===== src/hdl/lpr_pkg.sv =====
package lpr_pkg;

	localparam int FIELD_W    = 6;
	localparam int COLOR_W    = 32;
	localparam int IN_DATA_W  = 56;
	localparam int OUT_DATA_W = 48;
	localparam int OUT_PAD_W  = OUT_DATA_W - 2 * FIELD_W - COLOR_W;

	typedef enum logic {
		ST_IDLE,
		ST_RUN
	} state_t;

	typedef struct packed {
		logic load;
		logic step;
	} cmd_t;

	typedef struct packed {
		logic last;
	} sts_t;

endpackage


===== src/hdl/lpr_datapath.sv =====
module lpr_datapath #(
	parameter int COORD_BITS = 6
) (
	input  logic                            clk,
	input  lpr_pkg::cmd_t                   cmd,
	output lpr_pkg::sts_t                   sts,
	input  logic [lpr_pkg::IN_DATA_W-1:0]   s_tdata,
	output logic [lpr_pkg::OUT_DATA_W-1:0]  m_tdata,
	output logic                            m_tlast
);
	import lpr_pkg::*;

	localparam int C   = COORD_BITS;
	localparam int E_W = COORD_BITS + 3;

	logic [C-1:0] ax, ay, bx, by, dx, dy;
	logic [C-1:0] pa, qa, pb, qb, p0, q0, p1, q1;
	logic         y_major, swap;

	logic [C-1:0]       p_q, q_q, pend_q, major_q, minor_q;
	logic signed [E_W-1:0] e_q, e_sum, e2;
	logic               dir_q, ymaj_q;
	logic [COLOR_W-1:0] color_q;
	logic               adv;

	logic [FIELD_W-1:0] out_x_q, out_y_q;
	logic [COLOR_W-1:0] out_color_q;
	logic               out_last_q;

	// coordinates are masked to the low COORD_BITS of each field
	assign ax = s_tdata[0*FIELD_W +: C];
	assign ay = s_tdata[1*FIELD_W +: C];
	assign bx = s_tdata[2*FIELD_W +: C];
	assign by = s_tdata[3*FIELD_W +: C];

	assign dx      = (bx > ax) ? bx - ax : ax - bx;
	assign dy      = (by > ay) ? by - ay : ay - by;
	assign y_major = dx < dy;

	assign pa   = y_major ? ay : ax;
	assign qa   = y_major ? ax : ay;
	assign pb   = y_major ? by : bx;
	assign qb   = y_major ? bx : by;
	assign swap = pb < pa;
	assign p0   = swap ? pb : pa;
	assign q0   = swap ? qb : qa;
	assign p1   = swap ? pa : pb;
	assign q1   = swap ? qa : qb;

	// error term for the next major step
	assign e_sum = e_q + $signed({3'b000, minor_q});
	assign e2    = $signed({e_sum[E_W-2:0], 1'b0});
	assign adv   = e2 > $signed({3'b000, major_q});

	always_ff @(posedge clk) begin
		if (cmd.load) begin
			p_q     <= p0;
			q_q     <= q0;
			pend_q  <= p1;
			major_q <= p1 - p0;
			minor_q <= (q1 > q0) ? q1 - q0 : q0 - q1;
			dir_q   <= q1 > q0;
			ymaj_q  <= y_major;
			color_q <= s_tdata[4*FIELD_W +: COLOR_W];
			e_q     <= '0;
		end else if (cmd.step) begin
			p_q <= p_q + 1'b1;
			if (adv) begin
				q_q <= dir_q ? q_q + 1'b1 : q_q - 1'b1;
				e_q <= e_sum - $signed({3'b000, major_q});
			end else begin
				e_q <= e_sum;
			end
		end
	end

	assign sts.last = p_q == pend_q;

	always_ff @(posedge clk) begin
		if (cmd.step) begin
			out_x_q     <= FIELD_W'(ymaj_q ? q_q : p_q);
			out_y_q     <= FIELD_W'(ymaj_q ? p_q : q_q);
			out_color_q <= color_q;
			out_last_q  <= sts.last;
		end
	end

	assign m_tdata = {{OUT_PAD_W{1'b0}}, out_color_q, out_y_q, out_x_q};
	assign m_tlast = out_last_q;

endmodule


===== src/hdl/lpr_controller.sv =====
module lpr_controller (
	input  logic          clk,
	input  logic          arst_n,
	input  logic          s_tvalid,
	output logic          s_tready,
	output logic          m_tvalid,
	input  logic          m_tready,
	input  lpr_pkg::sts_t sts,
	output lpr_pkg::cmd_t cmd
);
	import lpr_pkg::*;

	state_t state_q, state_d;
	logic   out_vld_q;

	always_ff @(posedge clk or negedge arst_n) begin
		if (!arst_n) begin
			state_q   <= ST_IDLE;
			out_vld_q <= 1'b0;
		end else begin
			state_q <= state_d;
			if (cmd.step) begin
				out_vld_q <= 1'b1;
			end else if (m_tready) begin
				out_vld_q <= 1'b0;
			end
		end
	end

	always_comb begin
		state_d = state_q;
		case (state_q)
			ST_IDLE: begin
				if (s_tvalid) begin
					state_d = ST_RUN;
				end
			end
			ST_RUN: begin
				if (cmd.step && sts.last) begin
					state_d = ST_IDLE;
				end
			end
			default: state_d = ST_IDLE;
		endcase
	end

	always_comb begin
		cmd      = '0;
		s_tready = 1'b0;
		case (state_q)
			ST_IDLE: begin
				s_tready = 1'b1;
				cmd.load = s_tvalid;
			end
			ST_RUN: begin
				cmd.step = !out_vld_q || m_tready;
			end
			default: begin
				cmd = '0;
			end
		endcase
	end

	assign m_tvalid = out_vld_q;

	a_no_overwrite: assert property (@(posedge clk) disable iff (!arst_n)
		!(cmd.step && out_vld_q && !m_tready))
		else $error("output register overwritten while stalled");

	a_load_idle: assert property (@(posedge clk) disable iff (!arst_n)
		cmd.load |-> state_q == ST_IDLE && !cmd.step)
		else $error("load outside idle");

	a_load_run: assert property (@(posedge clk) disable iff (!arst_n)
		cmd.load |=> state_q == ST_RUN)
		else $error("no run after load");

	a_last_idle: assert property (@(posedge clk) disable iff (!arst_n)
		cmd.step && sts.last |=> state_q == ST_IDLE && m_tvalid)
		else $error("line did not finish after last pixel");

endmodule


===== src/hdl/line_pixel_rasterizer_unit.sv =====
// channel  dir  tdata fields (low bit up)                           tlast
// s        in   start_x, start_y, end_x, end_y, pixel_color         -
// m        out  pixel_x, pixel_y, out_color, zero pad               last_pixel
//
// After the line transfer the step loop registers one pixel per cycle unless m stalls.
// The input is held off (s_tready low) while the step loop runs over a line.
// The next line is taken once the last pixel has left the generator.
// Reset clears the controller state and output valid; payload registers are not reset.
// A stall on m holds the output register and pauses the step loop.
module line_pixel_rasterizer_unit #(
	parameter int COORD_BITS = 6
) (
	input  logic                            clk,
	input  logic                            arst_n,
	input  logic                            s_tvalid,
	output logic                            s_tready,
	input  logic [lpr_pkg::IN_DATA_W-1:0]   s_tdata,  // start_x, start_y, end_x, end_y, pixel_color
	output logic                            m_tvalid,
	input  logic                            m_tready,
	output logic [lpr_pkg::OUT_DATA_W-1:0]  m_tdata,  // pixel_x, pixel_y, out_color, pad
	output logic                            m_tlast
);
	import lpr_pkg::*;

	cmd_t cmd;
	sts_t sts;

	lpr_controller u_ctrl (
		.clk      (clk),
		.arst_n   (arst_n),
		.s_tvalid (s_tvalid),
		.s_tready (s_tready),
		.m_tvalid (m_tvalid),
		.m_tready (m_tready),
		.sts      (sts),
		.cmd      (cmd)
	);

	lpr_datapath #(
		.COORD_BITS (COORD_BITS)
	) u_dp (
		.clk     (clk),
		.cmd     (cmd),
		.sts     (sts),
		.s_tdata (s_tdata),
		.m_tdata (m_tdata),
		.m_tlast (m_tlast)
	);

endmodule

===== config.mk =====
export PLATFORM = sky130hd
export DESIGN_NAME = line_pixel_rasterizer_unit
export DESIGN_NICKNAME = d
export VERILOG_FILES = /design/src/hdl/lpr_pkg.sv /design/src/hdl/lpr_datapath.sv /design/src/hdl/lpr_controller.sv /design/src/hdl/line_pixel_rasterizer_unit.sv
export SDC_FILE = /design/constraint.sdc
export NUM_CORES = 1
export LEC_CHECK = 0
export ABC_AREA = 1
export BUFFER_PORTS_ARGS = -buffer_cell sky130_fd_sc_hd__buf_2
export CAP_MARGIN = 15
export CORE_MARGIN = 3
export CORE_UTILIZATION = 52
export CTS_CLUSTER_DIAMETER = 100
export CTS_CLUSTER_SIZE = 8
export DETAILED_ROUTE_END_ITERATION = 8
export MAX_ROUTING_LAYER = met4
export PLACE_DENSITY_LB_ADDON = 0.3
export SLEW_MARGIN = 10
export SYNTH_ARGS = -nofsm -noshare
export SYNTH_HDL_FRONTEND = slang
export SYNTH_SLANG_ARGS = --single-unit
export TNS_END_PERCENT = 20

===== constraint.sdc =====
create_clock -name clk -period 3.2 [get_ports clk]
set_input_delay 0.64 -clock clk [delete_from_list [all_inputs] [get_ports clk]]
set_output_delay 0.64 -clock clk [all_outputs]
set_load 0.005 [all_outputs]

# Word level (Yosys, flattened, before mapping)
# Index checks and enable logic that the tools add are counted.
# Widths: inputs -> output; s select.
[word_totals]
output_inout_bits = 51
mem_bits_rw = 0
n_memories = 0
register_bits = 120
mem_bits_ro = 0
latchBits = 0
[classes]
reduce_logical = 7
mux = 28
mul = 0
n_addsub = 12
eq_ne = 1
n_shift = 0
div_mod_pow = 0
bitwise = 1
n_lt_le_gt_ge = 6
[op_table]
columns = ["op", "count"]
rows = [
  ["$mux 6", 19],
  ["$sub 6x6->6", 7],
  ["$gt 6x6->1", 3],
  ["$add 6x1->6 const B", 2],
  ["$lt 6x6->1", 2],
  ["$add 9x7->9", 1],
  ["$gt 9x7->1", 1],
  ["$mux 9", 1],
  ["$sub 9x7->9", 1],
  ["$mux 1", 7],
  ["$eq 6x6->1", 1],
  ["$reduce_bool 2->1", 3],
  ["$sub 6x1->6 const B", 1],
  ["$pmux 1 s2", 1],
  ["$reduce_and 2->1", 1],
  ["$logic_and 1x1->1", 1],
  ["$logic_not 1->1", 1],
  ["$logic_or 1x1->1", 1],
  ["$not 1->1", 1],
]

# Logic depth before layout (Yosys ltp)
[depth]
word_depth = 8
ltp_mapped = 41
mapped_depth_nobuf = 36

# Hierarchy
# Synthesis repeated with hierarchy kept, for this count alone.
[hier_totals]
hier_cells = 765
hier_area_um2 = 7269.5
[by_module_without_submodules]
columns = ["mod", "cells_per_inst", "area_each_um2", "n_inst"]
rows = [
  ["lpr_datapath", 752, 7173.1, 1],
  ["lpr_controller", 13, 96.3, 1],
]

# Least setup slack after synthesis
# Ideal clock, no wire load.
[synth_timing]
path_kind = "input-to-reg"
start = "input port s_tdata[12] (netlist bit)"
end = "register u_dp.minor_q[3], data pin"
setup_ns = 0.254
n_path_buf = 6
arrival_time_ns = 6.300
setup_slack_ns = -3.354
required_ns = 2.946
stages = 40
path_cell_list = "inv_1 -> ha_1 -> inv_1 -> fa_1 -> a221oi_1 -> o21ai_0 -> o21ai_1 -> mux2i_1 -> xnor2_1 -> inv_1 -> ha_1 -> nand2_2 -> inv_2 -> a21oi_4 -> nand2_4 -> buf_6 -> clkbuf_1 -> buf_2 -> [... 4 more ...] -> nor2_1 -> o21ai_0 -> nor2_4 -> nand2_4 -> nand3_2 -> buf_6 -> buf_12 -> buf_2 -> or2_2 -> o21ai_0 -> inv_1 -> ha_1 -> o21ai_2 -> nand3_1 -> nand2_1 -> nand2_4 -> nand3_1 -> nand2_1"
[synth_via]
elab_chain_len = 8
[synth_rtl]
columns = ["element", "line_no", "rtl"]
rows = [
  ["start: declaration", "line_pixel_rasterizer_unit.sv:17", "input logic [lpr_pkg::IN_DATA_W-1:0] s_tdata,"],
  ["$sub 6x6->6 / $gt 6x6->1 (equally long branches)", "lpr_datapath.sv:36", "assign dx = (bx > ax) ? bx - ax : ax - bx;"],
  ["$mux 6", "lpr_datapath.sv:36", ""],
  ["$lt 6x6->1", "lpr_datapath.sv:38", "assign y_major = dx < dy;"],
  ["$mux 6, on equally long branches", "lpr_datapath.sv:42, lpr_datapath.sv:40", ""],
  ["$lt 6x6->1", "lpr_datapath.sv:44", "assign swap = pb < pa;"],
  ["$mux 6, on equally long branches", "lpr_datapath.sv:46, lpr_datapath.sv:48", ""],
  ["$sub 6x6->6 / $gt 6x6->1 (equally long branches)", "lpr_datapath.sv:61", "minor_q <= (q1 > q0) ? q1 - q0 : q0 - q1;"],
  ["$mux 6 (*)", "lpr_datapath.sv:61", ""],
  ["end signal: assignment", "lpr_datapath.sv:61", ""],
  ["end: declaration", "lpr_datapath.sv:20", "logic [C-1:0] p_q, q_q, pend_q, major_q, minor_q;"],
]
# Every way passes the cells marked *; elsewhere a longest branch is shown, timed or not.
# A chain may end at the register's enable or synchronous reset.

# Final worst setup path
[layout_timing]
start = "input port s_tdata[12] (netlist bit)"
end = "register u_dp.major_q[4], data pin"
[layout_via]
elab_chain_len = 7
[layout_rtl]
columns = ["element", "line_no", "rtl"]
rows = [
  ["$sub 6x6->6 / $gt 6x6->1 (equally long branches)", "lpr_datapath.sv:36", ""],
  ["$mux 6", "lpr_datapath.sv:36", ""],
  ["$lt 6x6->1", "lpr_datapath.sv:38", ""],
  ["$mux 6, on equally long branches", "lpr_datapath.sv:42, lpr_datapath.sv:40", ""],
  ["$lt 6x6->1", "lpr_datapath.sv:44", ""],
  ["$mux 6, on equally long branches", "lpr_datapath.sv:47, lpr_datapath.sv:45", ""],
  ["$sub 6x6->6 (*)", "lpr_datapath.sv:60", "major_q <= p1 - p0;"],
  ["end signal: assignment", "lpr_datapath.sv:60", ""],
  ["end: declaration", "lpr_datapath.sv:20", ""],
]
# Marked as above.

==> results_tabular.tex <==
\begin{tabular}{lr}
\hline
Metric & Value \\
\hline
\multicolumn{2}{l}{\textbf{STA}} \\
\quad Crit path setup slack, layout & -2008 ps \\
\quad Final Max Tran Viols & 0 \\
\quad Worst-case headroom to the max-slew limit & 52.17\% \\
\quad Max Freq & 0.1920 GHz \\
\quad Final clock period utilization by the worst path & 162.7\% \\
\quad Unrepaired setup endpoints after global routing & yes \\
\quad Setup violators final & 41 \\
\quad Post-route worst hold slack & 407.9 ps \\
\quad Setup Skew & 7.926 ps \\
\quad Slew of the pin with the lowest slew margin & 716.5 ps \\
\quad Time the worst path needs with I/O delays and setup & 5208 ps \\
\quad Final-report hold violation count & 0 \\
\multicolumn{2}{l}{\textbf{Clock network}} \\
\quad TritonCTS buffer count & 17 \\
\quad Latest clock arrival within the worst-skew pair & 400 ps \\
\quad Clock-pin slew on the worst setup and hold paths & 50 ps \\
\quad Clk sink count & 119 \\
\quad H-tree depth & 4 \\
\quad Cell chosen for the clock root & sky130\_fd\_sc\_hd\_\_clkbuf\_16 \\
\quad Clock tree from TritonCTS & built \\
\quad Max clock buf depth & 2 \\
\multicolumn{2}{l}{\textbf{GRT}} \\
\quad Number of antenna violations at the first check in global routing & 0 \\
\quad Total congestion overflow & 0 \\
\quad Pin count of the biggest net entering global routing & 37 \\
\quad Gr usage total & 23.95\% \\
\quad Number of global-route vias before repair & 6531 \\
\quad Global-route wire length before repair & 30040 um \\
\multicolumn{2}{l}{\textbf{Logic synthesis}} \\
\quad Synth Area per Inst & 9.321 um2 \\
\quad Leading area contributor after synthesis & sky130\_fd\_sc\_hd\_\_edfxtp\_1 \\
\quad Number of synthesized flops with an enable pin & 109 \\
\quad Most frequently used cell type in the post-synthesis netlist & sky130\_fd\_sc\_hd\_\_nand2\_1 \\
\quad Asr flop ratio synth & 1.681\% \\
\quad Most numerous cell types in the synthesized netlist & sky130\_fd\_sc\_hd\_\_nand2\_1, sky130\_fd\_sc\_hd\_\_edfxtp\_1, sky130\_fd\_sc\_hd\_\_inv\_1 \\
\quad Yosys top cell area share & 43.89\% \\
\quad Flip-flop and latch count after synthesis & 119 \\
\quad Post-synthesis instance area & 7457 um2 \\
\quad Most frequently used flop master after synthesis & sky130\_fd\_sc\_hd\_\_edfxtp\_1 \\
\quad Portion of the post-synthesis area used by sequential elements & 46.71\% \\
\quad Synth top area cells & sky130\_fd\_sc\_hd\_\_edfxtp\_1, sky130\_fd\_sc\_hd\_\_ha\_1, sky130\_fd\_sc\_hd\_\_nand2\_1, sky130\_fd\_sc\_hd\_\_inv\_1, sky130\_fd\_sc\_hd\_\_o21ai\_0 \\
\quad Synthesis warning total & 0 \\
\quad Post-synthesis cell type count & 51 \\
\quad Synthesized instance count & 800 \\
\multicolumn{2}{l}{\textbf{Critical path}} \\
\quad Cell with the largest stage delay on the worst path & sky130\_fd\_sc\_hd\_\_fa\_2 \\
\quad Required time worst endpoint & 3350 ps \\
\quad Critical path startpoint category & primary input \\
\quad Delay of the slowest cell on the worst path & 340 ps \\
\quad Worst-case register-to-register setup slack & -120 ps \\
\quad Arrival time of data at the critical path endpoint & 5360 ps \\
\quad Critical path endpoint category & register \\
\quad Number of cells on the worst reg-to-reg path & 16 \\
\quad Worst reg2reg path endpoint & u\_dp.e\_q[6] \\
\quad Top fanout value on the critical path & 8 \\
\quad Critical setup path kind & in -> reg \\
\quad Startpoint of the lowest-slack register-to-register path & u\_dp.minor\_q[0] \\
\multicolumn{2}{l}{\textbf{Finish}} \\
\quad Multi-input gate area & 4130 um2 \\
\quad Count of fill cells added during filler insertion & 806 \\
\quad Non-Filler Cell Area, Final & 10850 um2 \\
\quad Area growth syn-to-layout & 45.52\% \\
\quad Biggest regs & u\_dp.color\_q (32), u\_dp.out\_color\_q (32), u\_dp.e\_q (8) \\
\quad Diodes inserted & 0 \\
\quad Share of post-route cells with drive strength above 1 & 42.39\% \\
\quad Final design utilization & 77.88\% \\
\quad Storage element area & 3483 um2 \\
\quad Non-filler instance count after layout & 1277 \\
\quad Layout net count & 1212 \\
\multicolumn{2}{l}{\textbf{Floorplan}} \\
\quad Area inside the core boundary & 13930 um2 \\
\quad Number of top-level design ports & 111 \\
\quad Starting density of the core & 53.52\% \\
\quad Row count & 43 \\
\quad Die width & 125.8 um \\
\quad Die area & 15810 um2 \\
\quad Die span in y & 125.8 um \\
\multicolumn{2}{l}{\textbf{Detailed routing}} \\
\quad Via-to-Cell Ratio & 5.334 \\
\quad DR DRC count & 0 \\
\quad Average detailed-routed wire length per instance & 16.07 um \\
\quad Routed via count & 6812 \\
\quad Pre-Repair DR Iteration Count & 5 \\
\quad Violation count after the first detailed-routing iteration & 362 \\
\quad Total length of routed wires & 20520 um \\
\quad Number of routed nets with antenna violations & 0 \\
\multicolumn{2}{l}{\textbf{Hold path}} \\
\quad HP Start & s\_tdata[29] \\
\quad Worst min-delay path class & in -> reg \\
\quad Worst min-delay path endpoint & u\_dp.color\_q[5] \\
\quad Min-Delay Path Depth & 1 \\
\multicolumn{2}{l}{\textbf{Outcome}} \\
\quad Failing checks & negative setup slack \\
\quad Outcome & complete, but fails checks \\
\multicolumn{2}{l}{\textbf{Place}} \\
\quad Total of buffers placed on input and output ports & 106 \\
\quad DP Area & 9349 um2 \\
\quad Post-placement cell count & 1217 \\
\quad Detailed Place HPWL & 13670 um \\
\quad Routability congestion estimate & 0.8847 \\
\multicolumn{2}{l}{\textbf{Job}} \\
\quad Total of max-cap violations & 0 \\
\hline
\end{tabular}
[critical path, delay by kind of cell]
family,cells,cell delay [ps]
AOI/OAI and AO/OA,10,1450
xor gates and xnor gates,2,280
and+or+nand+nor,6,590
buffers and inverters,10,860
adders and majority gates,5,1240
muxes,1,280
[kinds of logic after synthesis]
kind of cell	share of synthesized area, %
compound gates	11.58
other cells	0.05029
mux	1.091
xor+xnor	4.346
simple gates	16.83
fa+ha+maj	12.11
buf+inv	7.282
flops	46.71
[layout by cell type (no fill, tap or decap), types with 6 or more instances in the layout]
cell	Yosys	final
sky130_fd_sc_hd__a21oi_1	36	33
sky130_fd_sc_hd__buf_2	4	104
sky130_fd_sc_hd__buf_4	4	156
sky130_fd_sc_hd__buf_6	2	10
sky130_fd_sc_hd__clkbuf_16	0	20
sky130_fd_sc_hd__dfxtp_1	8	8
sky130_fd_sc_hd__edfxtp_1	109	109
sky130_fd_sc_hd__ha_1	61	49
sky130_fd_sc_hd__ha_4	0	11
sky130_fd_sc_hd__inv_1	102	88
sky130_fd_sc_hd__inv_2	3	16
sky130_fd_sc_hd__mux2i_1	7	7
sky130_fd_sc_hd__nand2_1	185	152
sky130_fd_sc_hd__nand2_2	14	34
sky130_fd_sc_hd__nand2_4	4	17
sky130_fd_sc_hd__nand3_1	45	41
sky130_fd_sc_hd__nor2_1	24	18
sky130_fd_sc_hd__nor2_4	2	6
sky130_fd_sc_hd__o21ai_0	76	43
sky130_fd_sc_hd__o21ai_1	12	12
sky130_fd_sc_hd__o21ai_2	2	20
sky130_fd_sc_hd__o21ai_4	0	15
sky130_fd_sc_hd__xnor2_1	15	15
sky130_fd_sc_hd__xor2_1	22	21
[worst max path at each step]
stage | slack, ps | cells past startpoint | from | to
3_3_place_gp | -2420 | 36 | s_tdata[12] | u_dp.minor_q[5]
2_1_floorplan | -2530 | 39 | s_tdata[12] | u_dp.minor_q[2]
6_report | -2010 | 34 | s_tdata[12] | u_dp.major_q[4]
5_1_grt | -2250 | 34 | s_tdata[12] | u_dp.minor_q[5]
4_1_cts | -1880 | 35 | s_tdata[12] | u_dp.minor_q[2]
3_5_place_dp | -2630 | 34 | s_tdata[12] | u_dp.minor_q[5]
[stage by stage]
step / TNS, ps / worst slack (ps)
global route: -57070 / -2252
detailed placement: -66500 / -2628
CTS: -44990 / -1879
global placement: -62150 / -2424
finish: -48580 / -2008
floorplan: -58470 / -2535
[what timing repair did]
action / in CTS / in global routing
gates cloned: 1 / 3
gates resized for setup: 65 / 109
pin swaps: 29 / 51
setup buffers: 10 / 13
hold buffers: 1 / 0
endpoints found under the hold margin: 2 / 0
endpoints found under the setup margin: 42 / 44
[routing by layer]
metal	up-vias	part of all wire, %	global-route usage, %
met5	-	0	-
met1	3193	40	28.37
met4	0	3.7	8.896
li1	3274	-	-
met2	277	50	41.22
met3	68	5.7	4.029
[cell type report]
type	count	area share [%]
Clock inverter	8	0.8993
Inverter	107	3.863
Clock buffer	24	4.439
Multi-Input combinational cell	558	38.06
Tap cell	180	2.075
Sequential cell	119	32.10
Timing Repair Buffer	281	18.56
Power is not shown: default switching activity piles up to over one toggle a cycle in this logic, so the estimate is an artifact.
